### src/design/buffer_pool_with_descriptor_ring_macros.svh
// Assertion macros for the buffer pool with descriptor ring.
`ifndef BUFFER_POOL_WITH_DESCRIPTOR_RING_MACROS_SVH
`define BUFFER_POOL_WITH_DESCRIPTOR_RING_MACROS_SVH

`ifndef ASSERT_OFF
`define BPRD_ASSERT_IMPL(label, clk, rst, ante, cons) \
   label: assert property (@(posedge clk) disable iff (rst) (ante) |-> (cons)) \
      else $error("bprd assertion failed");
`define BPRD_ASSERT_NEXT(label, clk, rst, ante, cons) \
   label: assert property (@(posedge clk) disable iff (rst) (ante) |=> (cons)) \
      else $error("bprd assertion failed");
`else
`define BPRD_ASSERT_IMPL(label, clk, rst, ante, cons)
`define BPRD_ASSERT_NEXT(label, clk, rst, ante, cons)
`endif

`endif

### src/design/bprd_pkg.sv
`timescale 1ns / 1ps
// Shared types and constants of the buffer pool with descriptor ring.
package bprd_pkg;

   localparam int POOL_BUFFERS_DEFAULT = 64;
   localparam int RING_SLOTS_DEFAULT   = 16;
   localparam int BUFFER_BYTES         = 16;
   localparam int LENGTH_WIDTH         = 5;
   localparam int STATUS_WIDTH         = 3;

   typedef logic [LENGTH_WIDTH-1:0] length_type;

   typedef enum logic [STATUS_WIDTH-1:0] {
      STATUS_OK,
      STATUS_RING_FULL,
      STATUS_POOL_EXHAUSTED,
      STATUS_RING_EMPTY,
      STATUS_TOO_LONG
   } status_type;

   typedef enum logic {
      CMD_PRODUCE,
      CMD_CONSUME
   } command_type;

   typedef enum logic [1:0] {
      STATE_INIT,
      STATE_IDLE,
      STATE_EXEC
   } state_type;

endpackage

### src/design/bprd_req_if.sv
`timescale 1ns / 1ps
// Command channel: valid/ready with command and message length.
interface bprd_req_if;
   import bprd_pkg::*;

   logic        valid;
   logic        ready;
   command_type command;
   length_type  msg_length;

   modport source (output valid, output command, output msg_length, input ready);
   modport sink (input valid, input command, input msg_length, output ready);

endinterface

### src/design/bprd_rsp_if.sv
`timescale 1ns / 1ps
// Result channel: valid/ready with status, buffer index and length.
interface bprd_rsp_if #(
   parameter int BUF_WIDTH = $clog2(bprd_pkg::POOL_BUFFERS_DEFAULT)
);
   import bprd_pkg::*;

   logic                 valid;
   logic                 ready;
   status_type           status;
   logic [BUF_WIDTH-1:0] buffer_index;
   length_type           out_length;

   modport source (output valid, output status, output buffer_index, output out_length,
                   input ready);
   modport sink (input valid, input status, input buffer_index, input out_length,
                 output ready);

endinterface

### src/design/bprd_ram.sv
`timescale 1ns / 1ps
// Simple dual-port synchronous RAM with registered read data.
module bprd_ram #(
   parameter int DEPTH = 16,
   parameter int WIDTH = 8,
   localparam int ADDR_WIDTH = $clog2(DEPTH)
) (
   input  logic                  clock,
   input  logic                  we,
   input  logic [ADDR_WIDTH-1:0] waddr,
   input  logic [WIDTH-1:0]      wdata,
   input  logic                  re,
   input  logic [ADDR_WIDTH-1:0] raddr,
   output logic [WIDTH-1:0]      rdata
);

   logic [WIDTH-1:0] mem [DEPTH];
   logic [WIDTH-1:0] rdata_ff;

   always_ff @(posedge clock) begin
      if (we) begin
         mem[waddr] <= wdata;
      end
   end

   always_ff @(posedge clock) begin
      if (re) begin
         rdata_ff <= mem[raddr];
      end
   end

   assign rdata = rdata_ff;

endmodule

### src/design/buffer_pool_with_descriptor_ring.sv
`timescale 1ns / 1ps
// Buffer pool with descriptor ring: free-list allocator feeding a descriptor FIFO.
// After reset the block builds the free list in the link memory, one entry per
// cycle; req_if.ready stays low during that pass. Afterwards each command passes
// through IDLE and EXEC: in IDLE the block issues the reads of the link memory
// (next free buffer) and the ring memory (descriptor at the read pointer), and in
// EXEC it uses the read data, writes back and loads the result register. The
// registered read of the link memory ahead of the head update is why a command
// needs both states. The result register lets a finished result wait while the
// next command is accepted; a command completes only once that register is free.
`include "buffer_pool_with_descriptor_ring_macros.svh"

module buffer_pool_with_descriptor_ring #(
   parameter int POOL_BUFFERS = bprd_pkg::POOL_BUFFERS_DEFAULT,
   parameter int RING_SLOTS   = bprd_pkg::RING_SLOTS_DEFAULT
) (
   input logic         clock,
   input logic         reset,
   bprd_req_if.sink    req_if,
   bprd_rsp_if.source  rsp_if
);
   import bprd_pkg::*;

   localparam int BW      = $clog2(POOL_BUFFERS);
   localparam int RW      = $clog2(RING_SLOTS);
   localparam int RING_DW = LENGTH_WIDTH + BW;
   localparam logic [BW-1:0] LAST_BUFFER = BW'(POOL_BUFFERS - 1);
   localparam logic [RW-1:0] LAST_SLOT   = RW'(RING_SLOTS - 1);

   state_type   state_ff, state_in;
   logic [BW-1:0] init_ptr_ff, init_ptr_in;
   logic [BW-1:0] head_ff, head_in;
   logic [BW-1:0] tail_ff, tail_in;
   logic [RW-1:0] rd_ptr_ff, rd_ptr_in;
   logic [RW-1:0] wr_ptr_ff, wr_ptr_in;
   command_type cmd_ff, cmd_in;
   length_type  len_ff, len_in;
   status_type  status_ff, status_in;
   logic        rsp_valid_ff, rsp_valid_in;
   status_type  rsp_status_ff, rsp_status_in;
   logic [BW-1:0] rsp_index_ff, rsp_index_in;
   length_type  rsp_length_ff, rsp_length_in;

   logic [RW-1:0] rd_next, wr_next;
   status_type    check_status;
   logic          exec_go;

   logic          link_we, link_re;
   logic [BW-1:0] link_waddr, link_wdata, link_raddr, link_rdata;
   logic          ring_we, ring_re;
   logic [RW-1:0] ring_waddr, ring_raddr;
   logic [RING_DW-1:0] ring_wdata, ring_rdata;

   bprd_ram #(.DEPTH(POOL_BUFFERS), .WIDTH(BW)) u_link_ram (
      .clock (clock),
      .we    (link_we),
      .waddr (link_waddr),
      .wdata (link_wdata),
      .re    (link_re),
      .raddr (link_raddr),
      .rdata (link_rdata)
   );

   bprd_ram #(.DEPTH(RING_SLOTS), .WIDTH(RING_DW)) u_ring_ram (
      .clock (clock),
      .we    (ring_we),
      .waddr (ring_waddr),
      .wdata (ring_wdata),
      .re    (ring_re),
      .raddr (ring_raddr),
      .rdata (ring_rdata)
   );

   assign rd_next = (rd_ptr_ff == LAST_SLOT) ? '0 : rd_ptr_ff + 1'b1;
   assign wr_next = (wr_ptr_ff == LAST_SLOT) ? '0 : wr_ptr_ff + 1'b1;
   assign exec_go = (state_ff == STATE_EXEC) && (!rsp_valid_ff || rsp_if.ready);

   always_comb begin
      if (req_if.command == CMD_PRODUCE) begin
         if (req_if.msg_length > length_type'(BUFFER_BYTES)) begin
            check_status = STATUS_TOO_LONG;
         end else if (wr_next == rd_ptr_ff) begin
            check_status = STATUS_RING_FULL;
         end else if (head_ff == tail_ff) begin
            check_status = STATUS_POOL_EXHAUSTED;
         end else begin
            check_status = STATUS_OK;
         end
      end else begin
         check_status = (rd_ptr_ff == wr_ptr_ff) ? STATUS_RING_EMPTY : STATUS_OK;
      end
   end

   // next state
   always_comb begin
      state_in = state_ff;
      case (state_ff)
         STATE_INIT: begin
            if (init_ptr_ff == LAST_BUFFER) begin
               state_in = STATE_IDLE;
            end
         end
         STATE_IDLE: begin
            if (req_if.valid) begin
               state_in = STATE_EXEC;
            end
         end
         STATE_EXEC: begin
            if (exec_go) begin
               state_in = STATE_IDLE;
            end
         end
         default: state_in = STATE_INIT;
      endcase
   end

   // outputs and datapath
   always_comb begin
      req_if.ready  = (state_ff == STATE_IDLE);
      init_ptr_in   = init_ptr_ff;
      head_in       = head_ff;
      tail_in       = tail_ff;
      rd_ptr_in     = rd_ptr_ff;
      wr_ptr_in     = wr_ptr_ff;
      cmd_in        = cmd_ff;
      len_in        = len_ff;
      status_in     = status_ff;
      rsp_valid_in  = rsp_valid_ff && !rsp_if.ready;
      rsp_status_in = rsp_status_ff;
      rsp_index_in  = rsp_index_ff;
      rsp_length_in = rsp_length_ff;
      link_we       = 1'b0;
      link_waddr    = tail_ff;
      link_wdata    = ring_rdata[BW-1:0];
      link_re       = 1'b0;
      link_raddr    = head_ff;
      ring_we       = 1'b0;
      ring_waddr    = wr_ptr_ff;
      ring_wdata    = {len_ff, head_ff};
      ring_re       = 1'b0;
      ring_raddr    = rd_ptr_ff;
      case (state_ff)
         STATE_INIT: begin
            link_we     = 1'b1;
            link_waddr  = init_ptr_ff;
            link_wdata  = (init_ptr_ff == LAST_BUFFER) ? '0 : init_ptr_ff + 1'b1;
            init_ptr_in = init_ptr_ff + 1'b1;
         end
         STATE_IDLE: begin
            if (req_if.valid) begin
               link_re   = 1'b1;
               ring_re   = 1'b1;
               cmd_in    = req_if.command;
               len_in    = req_if.msg_length;
               status_in = check_status;
            end
         end
         STATE_EXEC: begin
            if (exec_go) begin
               rsp_valid_in  = 1'b1;
               rsp_status_in = status_ff;
               rsp_index_in  = '0;
               rsp_length_in = '0;
               if (status_ff == STATUS_OK) begin
                  if (cmd_ff == CMD_PRODUCE) begin
                     rsp_index_in = head_ff;
                     head_in      = link_rdata;
                     ring_we      = 1'b1;
                     wr_ptr_in    = wr_next;
                  end else begin
                     rsp_index_in  = ring_rdata[BW-1:0];
                     rsp_length_in = ring_rdata[RING_DW-1:BW];
                     link_we       = 1'b1;
                     tail_in       = ring_rdata[BW-1:0];
                     rd_ptr_in     = rd_next;
                  end
               end
            end
         end
         default: begin
            req_if.ready = 1'b0;
         end
      endcase
   end

   always_ff @(posedge clock) begin
      if (reset) begin
         state_ff     <= STATE_INIT;
         init_ptr_ff  <= '0;
         head_ff      <= '0;
         tail_ff      <= LAST_BUFFER;
         rd_ptr_ff    <= '0;
         wr_ptr_ff    <= '0;
         rsp_valid_ff <= 1'b0;
      end else begin
         state_ff     <= state_in;
         init_ptr_ff  <= init_ptr_in;
         head_ff      <= head_in;
         tail_ff      <= tail_in;
         rd_ptr_ff    <= rd_ptr_in;
         wr_ptr_ff    <= wr_ptr_in;
         rsp_valid_ff <= rsp_valid_in;
      end
   end

   always_ff @(posedge clock) begin
      cmd_ff        <= cmd_in;
      len_ff        <= len_in;
      status_ff     <= status_in;
      rsp_status_ff <= rsp_status_in;
      rsp_index_ff  <= rsp_index_in;
      rsp_length_ff <= rsp_length_in;
   end

   assign rsp_if.valid        = rsp_valid_ff;
   assign rsp_if.status       = rsp_status_ff;
   assign rsp_if.buffer_index = rsp_index_ff;
   assign rsp_if.out_length   = rsp_length_ff;

   `BPRD_ASSERT_NEXT(a_accept_exec, clock, reset, req_if.valid && req_if.ready, state_ff == STATE_EXEC)
   `BPRD_ASSERT_IMPL(a_error_zero, clock, reset, rsp_if.valid && rsp_if.status != STATUS_OK, rsp_if.buffer_index == '0 && rsp_if.out_length == '0)
   `BPRD_ASSERT_IMPL(a_link_port, clock, reset, link_we, !link_re)
   `BPRD_ASSERT_IMPL(a_ring_ptrs, clock, reset, 1'b1, rd_ptr_ff <= LAST_SLOT && wr_ptr_ff <= LAST_SLOT)

endmodule

### src/flat_wrapper.sv
// flat-port wrapper written by rule: the top's interface ports become plain ports
module buffer_pool_with_descriptor_ring_flat import bprd_pkg::*;
#(
   parameter int POOL_BUFFERS = bprd_pkg::POOL_BUFFERS_DEFAULT,
   parameter int RING_SLOTS   = bprd_pkg::RING_SLOTS_DEFAULT
)
  (clock, reset, req_if_valid, req_if_command, req_if_msg_length, req_if_ready, rsp_if_valid, rsp_if_status, rsp_if_buffer_index, rsp_if_out_length, rsp_if_ready);
  bprd_req_if req_if_i ();
  bprd_rsp_if rsp_if_i ();
  input logic clock;
  input logic reset;
  input wire logic [$bits(req_if_i.valid)-1:0] req_if_valid;
  input wire logic [$bits(req_if_i.command)-1:0] req_if_command;
  input wire logic [$bits(req_if_i.msg_length)-1:0] req_if_msg_length;
  output wire logic [$bits(req_if_i.ready)-1:0] req_if_ready;
  output wire logic [$bits(rsp_if_i.valid)-1:0] rsp_if_valid;
  output wire logic [$bits(rsp_if_i.status)-1:0] rsp_if_status;
  output wire logic [$bits(rsp_if_i.buffer_index)-1:0] rsp_if_buffer_index;
  output wire logic [$bits(rsp_if_i.out_length)-1:0] rsp_if_out_length;
  input wire logic [$bits(rsp_if_i.ready)-1:0] rsp_if_ready;
  assign req_if_i.valid = req_if_valid;
  assign req_if_i.command = req_if_command;
  assign req_if_i.msg_length = req_if_msg_length;
  assign req_if_ready = req_if_i.ready;
  assign rsp_if_valid = rsp_if_i.valid;
  assign rsp_if_status = rsp_if_i.status;
  assign rsp_if_buffer_index = rsp_if_i.buffer_index;
  assign rsp_if_out_length = rsp_if_i.out_length;
  assign rsp_if_i.ready = rsp_if_ready;
  buffer_pool_with_descriptor_ring #(.POOL_BUFFERS(POOL_BUFFERS), .RING_SLOTS(RING_SLOTS)) u_core (.clock(clock), .reset(reset), .req_if(req_if_i), .rsp_if(rsp_if_i));
endmodule
### config.mk
export PLATFORM = sky130hd
export DESIGN_NAME = buffer_pool_with_descriptor_ring_flat
export DESIGN_NICKNAME = d
export VERILOG_FILES = /design/src/design/bprd_pkg.sv /design/src/design/bprd_req_if.sv /design/src/design/bprd_rsp_if.sv /design/src/design/bprd_ram.sv /design/src/design/buffer_pool_with_descriptor_ring.sv /design/src/flat_wrapper.sv
export VERILOG_INCLUDE_DIRS = /design/src /design/src/design
export SDC_FILE = /design/constraint.sdc
export NUM_CORES = 1
export LEC_CHECK = 0
export BUFFER_PORTS_ARGS = -buffer_cell sky130_fd_sc_hd__buf_2
export CORE_ASPECT_RATIO = 0.7
export CORE_MARGIN = 4
export CORE_UTILIZATION = 47
export CTS_BUF_LIST = sky130_fd_sc_hd__clkbuf_4
export CTS_CLUSTER_SIZE = 12
export DETAILED_ROUTE_END_ITERATION = 16
export SYNTH_ARGS = -nofsm -noshare
export SYNTH_HDL_FRONTEND = slang
export SYNTH_SLANG_ARGS = --single-unit
### constraint.sdc
create_clock -name clock -period 12.8 [get_ports clock]
set_clock_uncertainty 0.1 [all_clocks]
set_input_delay 1.92 -clock clock [delete_from_list [all_inputs] [get_ports clock]]
set_output_delay 1.92 -clock clock [all_outputs]
set_load 0.01 [all_outputs]
==> results of run 1 <==
-- worst paths after layout --
path / cells past startpoint / slack [ps] / end
min reg2reg: 2 / 380 / u_core.head_ff[4]
min: 2 / 380 / u_core.head_ff[4]
max: 6 / 8570 / u_core.u_link_ram.rdata[3]
max reg2reg: 6 / 8570 / u_core.u_link_ram.rdata[3]
-- per-layer routing --
layer  vias to the layer above  global-route usage, %  share of wire (%)
met5                         -                      0                  0
met4                         0                  4.512               0.98
met3                        55                  6.933                 11
met2                       679                  27.06                 41
met1                      6776                  35.15                 47
li1                       5666                      -                  -
-- layout make-up --
| type | count | area, sq um | area share (%) |
|---|---|---|---|
| Clock inverter | 47 | 236.5 | 0.8555 |
| Clock buffer | 220 | 1652 | 5.975 |
| Antenna cell | 3 | 7.507 | 0.02716 |
| Multi-Input combinational cell | 608 | 5962 | 21.57 |
| Sequential cell | 629 | 18620 | 67.35 |
| Timing Repair Buffer | 48 | 301.5 | 1.091 |
| Tap cell | 684 | 855.8 | 3.096 |
| Inverter | 3 | 11.26 | 0.04074 |
-- worst max-delay path, delay by kind of cell (launching register included) --
kind | cells | cell delay [ps]
buffers and inverters | 2 | 1390
muxes | 2 | 1110
AOI/OAI and AO/OA | 2 | 660
DFF | 1 | 570
-- cells by family after synthesis --
kind of cell,after synthesis,share of synthesized area [%]
buf+inv,69,1.425
flops,629,74.84
xor+xnor,22,0.7754
compound gates,89,2.492
fa+ha+maj,6,0.3021
simple gates,306,5.836
mux,185,14.33
-- cells in the final DEF (no fill, tap or decap), types with 7 or more instances in the layout --
master,instances
sky130_fd_sc_hd__edfxtp_1,600
sky130_fd_sc_hd__nand2_1,70
sky130_fd_sc_hd__mux4_2,131
sky130_fd_sc_hd__clkbuf_4,220
sky130_fd_sc_hd__buf_2,25
sky130_fd_sc_hd__clkinv_1,35
sky130_fd_sc_hd__xnor2_1,12
sky130_fd_sc_hd__dfxtp_1,22
sky130_fd_sc_hd__nor2b_1,21
sky130_fd_sc_hd__a22oi_1,17
sky130_fd_sc_hd__mux2i_1,47
sky130_fd_sc_hd__nand3b_1,11
sky130_fd_sc_hd__xor2_1,10
sky130_fd_sc_hd__o22ai_1,7
sky130_fd_sc_hd__nor4_1,7
sky130_fd_sc_hd__nand4_1,8
sky130_fd_sc_hd__buf_4,22
sky130_fd_sc_hd__nand3_1,19
sky130_fd_sc_hd__nor2_1,124
sky130_fd_sc_hd__a21oi_1,12
sky130_fd_sc_hd__a211oi_1,9
sky130_fd_sc_hd__nor3_1,12
-- synthesized netlist by cell type (12+ instances only) --
cell type                  count
sky130_fd_sc_hd__a21oi_1      12
sky130_fd_sc_hd__a22oi_1      17
sky130_fd_sc_hd__buf_2        28
sky130_fd_sc_hd__clkbuf_1     22
sky130_fd_sc_hd__dfxtp_1      29
sky130_fd_sc_hd__edfxtp_1    600
sky130_fd_sc_hd__mux2i_1      47
sky130_fd_sc_hd__mux4_2      131
sky130_fd_sc_hd__nand2_1      70
sky130_fd_sc_hd__nand3_1      19
sky130_fd_sc_hd__nor2_1      124
sky130_fd_sc_hd__nor2b_1      21
sky130_fd_sc_hd__nor3_1       12
sky130_fd_sc_hd__xnor2_1      12
-- registers in the layout, indices dropped and copies added (netlist names), 5 cells and up --
signal and flops:
u_core.rsp_if.out_length 5, u_core.u_link_ram.rdata 6, u_core.len_ff 5, u_core.u_link_ram.mem 384, u_core.rsp_if.buffer_index 6, u_core.tail_ff 6, u_core.head_ff 6, u_core.init_ptr_ff 6
u_core.u_ring_ram.mem 176, u_core.u_ring_ram.rdata 11
-- metrics by stage --
stage | area (sq um) | hold WS, ps | utilization, %
6_report | 27640 | 383.4 | 52.87
5_1_grt | 27640 | 420.3 | 52.87
4_1_cts | 27620 | 385.3 | 52.83
3_5_place_dp | 25740 | 375.3 | 49.22
3_3_place_gp | 25740 | 364.7 | 49.22
2_1_floorplan | 24850 | 342.1 | -
-- power breakdown --
part | switching, mW | total, mW | internal, mW | leakage, nW
Combinational | 0.0580 | 0.0719 | 0.0138 | 1.76
Sequential | 0.00432 | 2.26 | 2.25 | 5.92
Clock | 0.773 | 1.60 | 0.829 | 1.13
==> results.py, run 1 <==
metrics = {
    "status": {
        "status": "complete, no violations",
    },
    "global_route": {
        "groute.usage.overall_pct": 21.19,
        "grt_first_pass_wirelength_um": 87260,
        "grt_start_max_net_pins": 70,
        "number_of_global_route_vias_before_repair": 13070,
        "grt_antenna_before_repair": 6,
        "globalRouteOverflowTotal": 0,
    },
    "cts": {
        "clk_root_buffer_cell": "sky130_fd_sc_hd__clkbuf_4",
        "hold_buffers": 0,
        "cts_buffer_depth": 3,
        "cts_setup_buffers": 0,
        "tritoncts": "built",
        "cts_htree_levels": 4,
        "clkSinkCount": 629,
        "cts_inserted_buffers": 151,
        "clk-insertion-delay-late_ps": 880,
        "clk_pin_slew_worst_paths_ps": 60,
        "post_cts.resized_instances": 0,
    },
    "route": {
        "avgRoutedWirePerCell_um": 26.42,
        "detail_route.drc_violations": 0,
        "vias": 13180,
        "drt-vias-per-instance": 5.877,
        "antenna_left": 0,
        "first_iter_violations": 1522,
        "final_wirelength_um": 59230,
        "firstDrtPassIters": 5,
    },
    "setup_path": {
        "critical_path.startpoint": "u_core.head_ff[0]",
        "worstPathMaxFanout": 45,
        "cp_data_arrival_time_ps": 4670,
        "cp_data_required_time_ps": 13240,
        "timing.critical_path.from_type": "flip-flop",
        "category_of_the_most_critical_setup_path": "flip-flop to flip-flop",
        "worstPathCellList": "buf_4 -> buf_4 -> mux4_2 -> mux4_2 -> a21oi_1 -> o41ai_1",
        "cp-end-kind": "flip-flop",
        "cp_slowest_stage_delay_ps": 720,
        "regToRegStartpoint": "u_core.head_ff[0]",
        "cpMaxStageDelayCell": "sky130_fd_sc_hd__buf_4",
    },
    "die": {
        "dieArea_sq_mm": 0.05667,
        "die_y_um": 200.4,
        "placementRows": 70,
        "floorplan.initialDensity_pct": 47.52,
        "dieWidth_um": 282.8,
        "design.core.area_sq_mm": 0.05229,
        "ioPinCount": 26,
    },
    "yosys": {
        "synth-warning-count": 0,
        "post_synth_instance_area_sq_mm": 0.02485,
        "postSynth.topFlopCell": "sky130_fd_sc_hd__edfxtp_1",
        "synth_enable_flop_cells": 600,
        "synth_cells": 1306,
        "ys_async_sr_fraction_pct": 0,
        "synth-seq-area-share_pct": 74.84,
        "ys_seq_elements": 629,
        "synth_cell_type_count": 57,
        "synthTopCellsByArea": "sky130_fd_sc_hd__edfxtp_1, sky130_fd_sc_hd__mux4_2, sky130_fd_sc_hd__dfxtp_1",
        "synth_top_cell_area_share_pct": 72.51,
        "synth_area_per_inst_sq_um": 19.03,
        "syn-num-nets": 1322,
        "synthDominantAreaCellType": "sky130_fd_sc_hd__edfxtp_1",
    },
    "finish": {
        "area_growth_pct": 11.24,
        "layout.cells.non_filler": 2242,
        "finalNetCount": 1457,
        "fillCellCount": 4153,
        "proportion_of_layout_cells_with_a_drive_suffix_above_1_pct": 27.65,
    },
    "sta": {
        "worst_slew_pin_slew_ps": 1210,
        "tns_ps": 0,
        "report.final.slew_viol_count": 0,
        "worst_slack_ps": 8571,
        "max_freq_mhz": 236.5,
        "final-setup-viol-count": 0,
        "grt_setup_unrepaired": "no",
        "layout_worst_path_cycle_share_pct": 33.04,
        "layout_min_cycle_time_ps": 4229,
        "hold_violations": 0,
        "worst_slew_margin_rel_pct": 19.04,
    },
    "pwr": {
        "vdd_drop_max_mv": 0.08330,
        "p_per_area_mw_per_mm2": 142.2,
        "total_design_power_mw": 3.931,
        "cellLeakagePower_nw": 8.815,
    },
    "place": {
        "numPlacedInstances": 1971,
        "gp_congestion": 0.8702,
        "detailedPlace.worstSlack_ps": 8108,
        "post_dp_hpwl_um": 35760,
        "io_buffers": 25,
    },
    "worst_hold_path": {
        "hold_path_class": "flip-flop to flip-flop",
        "holdCritStartpoint": "u_core.u_link_ram.rdata[4]",
    },
    "run": {
        "maxCapViolCount": 0,
    },
}
(Power assumes the default switching activity.)
==> run 2, diff against run 1 <==
- ABC_AREA: unset -> 1
- clock period: 12.8 -> 4.15 ns (I/O delays scaled with it)
==> results.py, run 2 <==
metrics = {
    "cts": {
        "clk_root_buffer_cell": "sky130_fd_sc_hd__clkbuf_4",
        "cts_buffer_depth": 3,
        "post_cts.resized_instances": 0,
        "cts_inserted_buffers": 149,
        "tritoncts": "built",
        "clk_pin_slew_worst_paths_ps": 70,
        "cts_htree_levels": 4,
        "clkSinkCount": 629,
        "hold_buffers": 11,
        "clk-insertion-delay-late_ps": 900,
        "cts_setup_buffers": 0,
    },
    "finish": {
        "area_used_by_multi_input_combinational_logic_sq_mm": 0.006377,
        "finalNetCount": 2287,
        "mostFrequentLayoutCells": "sky130_fd_sc_hd__edfxtp_1, sky130_fd_sc_hd__nand2_1, sky130_fd_sc_hd__nand3_1",
        "largest_reg_flops": 384,
        "area_growth_pct": 11.65,
        "layout.cells.non_filler": 3115,
        "proportion_of_layout_cells_with_a_drive_suffix_above_1_pct": 14.69,
        "area.sequential_sq_mm": 0.01861,
        "fillCellCount": 4665,
        "largest-register": "u_core.u_link_ram.mem",
        "mostFrequentLayoutCell": "sky130_fd_sc_hd__edfxtp_1",
        "final_core_utilization_pct": 53.16,
        "fin_area_sq_mm": 0.02862,
    },
    "global_route": {
        "grt_antenna_before_repair": 3,
        "grt_first_pass_wirelength_um": 100300,
        "globalRouteOverflowTotal": 0,
        "groute.usage.overall_pct": 22.88,
        "grt_start_max_net_pins": 105,
        "number_of_global_route_vias_before_repair": 16410,
    },
    "sta": {
        "grt_setup_unrepaired": "no",
        "layout_worst_path_cycle_share_pct": 69.60,
        "worst_slew_margin_rel_pct": 27.41,
        "worst_slew_pin_slew_ps": 1085,
        "hold_violations": 0,
        "smallest_hold_slack_ps": 372.7,
        "report.final.slew_viol_count": 0,
        "worst_slack_ps": 1262,
        "layout_min_cycle_time_ps": 2888,
        "final-setup-viol-count": 0,
        "max_freq_mhz": 346.2,
        "tns_ps": 0,
    },
    "worst_hold_path": {
        "holdCritStartpoint": "req_if_msg_length[3]",
        "hold_depth": 2,
        "min_delay_worst_endpoint": "u_core.len_ff[3]",
        "hold_path_class": "primary input to flip-flop",
    },
    "yosys": {
        "post_synth_instance_area_sq_mm": 0.02563,
        "synth_cell_type_count": 41,
        "synth_top_cell_area_share_pct": 70.29,
        "synth_most_common_cell": "sky130_fd_sc_hd__edfxtp_1",
        "synth_cells": 2160,
        "ys_seq_elements": 629,
        "synthTopCellsByArea": "sky130_fd_sc_hd__edfxtp_1, sky130_fd_sc_hd__nand2_1, sky130_fd_sc_hd__nand3_1",
        "synth-seq-area-share_pct": 72.56,
        "synth-warning-count": 0,
        "synth_area_per_inst_sq_um": 11.87,
        "synth_enable_flop_cells": 600,
        "postSynth.topFlopCell": "sky130_fd_sc_hd__edfxtp_1",
        "most_common_library_cells_after_synthesis": "sky130_fd_sc_hd__edfxtp_1, sky130_fd_sc_hd__nand2_1, sky130_fd_sc_hd__nand3_1",
        "synthDominantAreaCellType": "sky130_fd_sc_hd__edfxtp_1",
        "ys_async_sr_fraction_pct": 0,
        "syn-num-nets": 2176,
    },
    "setup_path": {
        "worstPathMaxFanout": 66,
        "cpMaxStageDelayCell": "sky130_fd_sc_hd__inv_2",
        "cp_data_required_time_ps": 4680,
        "timing.critical_path.from_type": "flip-flop",
        "cp-end-kind": "flip-flop",
        "regToRegStartpoint": "u_core.head_ff[1]",
        "cp_slowest_stage_delay_ps": 610,
        "worst-r2r-cell-count": 9,
        "timing.critical_path.max_delay_family": "buffers and inverters",
        "timing.critical_path.buf_inv": 2,
        "category_of_the_most_critical_setup_path": "flip-flop to flip-flop",
        "r2r_slack_ps": 1260,
        "cp_data_arrival_time_ps": 3420,
        "worstPathCellList": "inv_2 -> buf_12 -> nand3_1 -> nand3_1 -> nand2_1 -> nand2_1 -> nand3_1 -> nand3_1 -> nand2_1",
        "worst_path_most_repeated_cell": "sky130_fd_sc_hd__nand3_1",
        "reg2reg_to": "u_core.u_link_ram.rdata[2]",
    },
    "place": {
        "io_buffers": 25,
        "gp_congestion": 0.8853,
        "detailed_place.area_sq_mm": 0.02661,
        "numPlacedInstances": 2839,
        "detailedPlace.worstSlack_ps": 1197,
        "post_dp_hpwl_um": 39080,
    },
    "run": {
        "maxCapViolCount": 0,
    },
    "route": {
        "first_iter_violations": 2079,
        "final_wirelength_um": 66300,
        "avgRoutedWirePerCell_um": 21.28,
        "detail_route.drc_violations": 0,
        "vias": 17290,
        "firstDrtPassIters": 5,
        "drt-vias-per-instance": 5.550,
        "antenna_left": 0,
    },
    "pwr": {
        "vdd_drop_max_mv": 0.2480,
        "p_per_area_mw_per_mm2": 426.2,
        "total_design_power_mw": 12.20,
        "cellLeakagePower_nw": 10.19,
    },
    "status": {
        "status": "complete, no violations",
    },
    "die": {
        "floorplan.initialDensity_pct": 47.61,
        "dieWidth_um": 287.1,
        "ioPinCount": 26,
        "placementRows": 71,
        "dieArea_sq_mm": 0.05840,
        "design.core.area_sq_mm": 0.05383,
        "die_y_um": 203.4,
    },
}
run 2: logic make-up after synthesis:
family | Yosys count | share of synthesized area [%]
xor+xnor | 7 | 0.2392
flops | 629 | 72.56
buf+inv | 177 | 2.865
fa+ha+maj | 6 | 0.2929
compound gates | 213 | 4.886
simple gates | 1128 | 19.16
run 2: where the power goes:
group	total (mW)	internal (mW)	switching, mW
registers	6.96	6.95	0.00842
clock network	4.97	2.50	2.47
logic	0.264	0.0540	0.210
run 2: worst reg2reg max path, stage by stage (launching register included):
cell,delay (ps)
sky130_fd_sc_hd__dfxtp_4,550
sky130_fd_sc_hd__inv_2,610
sky130_fd_sc_hd__buf_12,360
sky130_fd_sc_hd__nand3_1,210
sky130_fd_sc_hd__nand3_1,100
sky130_fd_sc_hd__nand2_1,80
sky130_fd_sc_hd__nand2_1,70
sky130_fd_sc_hd__nand3_1,290
sky130_fd_sc_hd__nand3_1,180
sky130_fd_sc_hd__nand2_1,100
run 2: worst max path at each step:
stage                                   from                            to  slack (ps)  cells after the start
final                      u_core.head_ff[1]    u_core.u_link_ram.rdata[2]        1260                      9
after global routing      u_core.state_ff[1]  u_core.u_link_ram.mem[62][5]        1090                      7
after CTS                 u_core.state_ff[1]  u_core.u_link_ram.mem[60][4]        1240                      6
after detailed placement        rsp_if_ready  u_core.u_link_ram.mem[62][3]        1200                      7
after global placement          rsp_if_ready  u_core.u_link_ram.mem[62][3]        1270                      7
after floorplan           u_core.state_ff[1]   u_core.u_link_ram.mem[0][3]         100                      3
run 2: final cells by class:
| type | count | share of cell area (%) |
|---|---|---|
| Sequential cell | 629 | 65.02 |
| Multi-Input combinational cell | 1354 | 22.28 |
| Clock buffer | 213 | 5.587 |
| Tap cell | 730 | 3.192 |
| Timing Repair Buffer | 83 | 2.142 |
| Clock inverter | 50 | 1.014 |
| Inverter | 54 | 0.7432 |
| Antenna cell | 2 | 0.01749 |
run 2: layer usage:
metal | wire [um] | vias to the layer above | GRT usage, %
li1 | - | 8003 | -
met5 | 0 | - | 0
met3 | 7191 | 100 | 7.207
met4 | 1273 | 0 | 6.735
met2 | 26800 | 788 | 30.21
met1 | 31030 | 8398 | 35.98
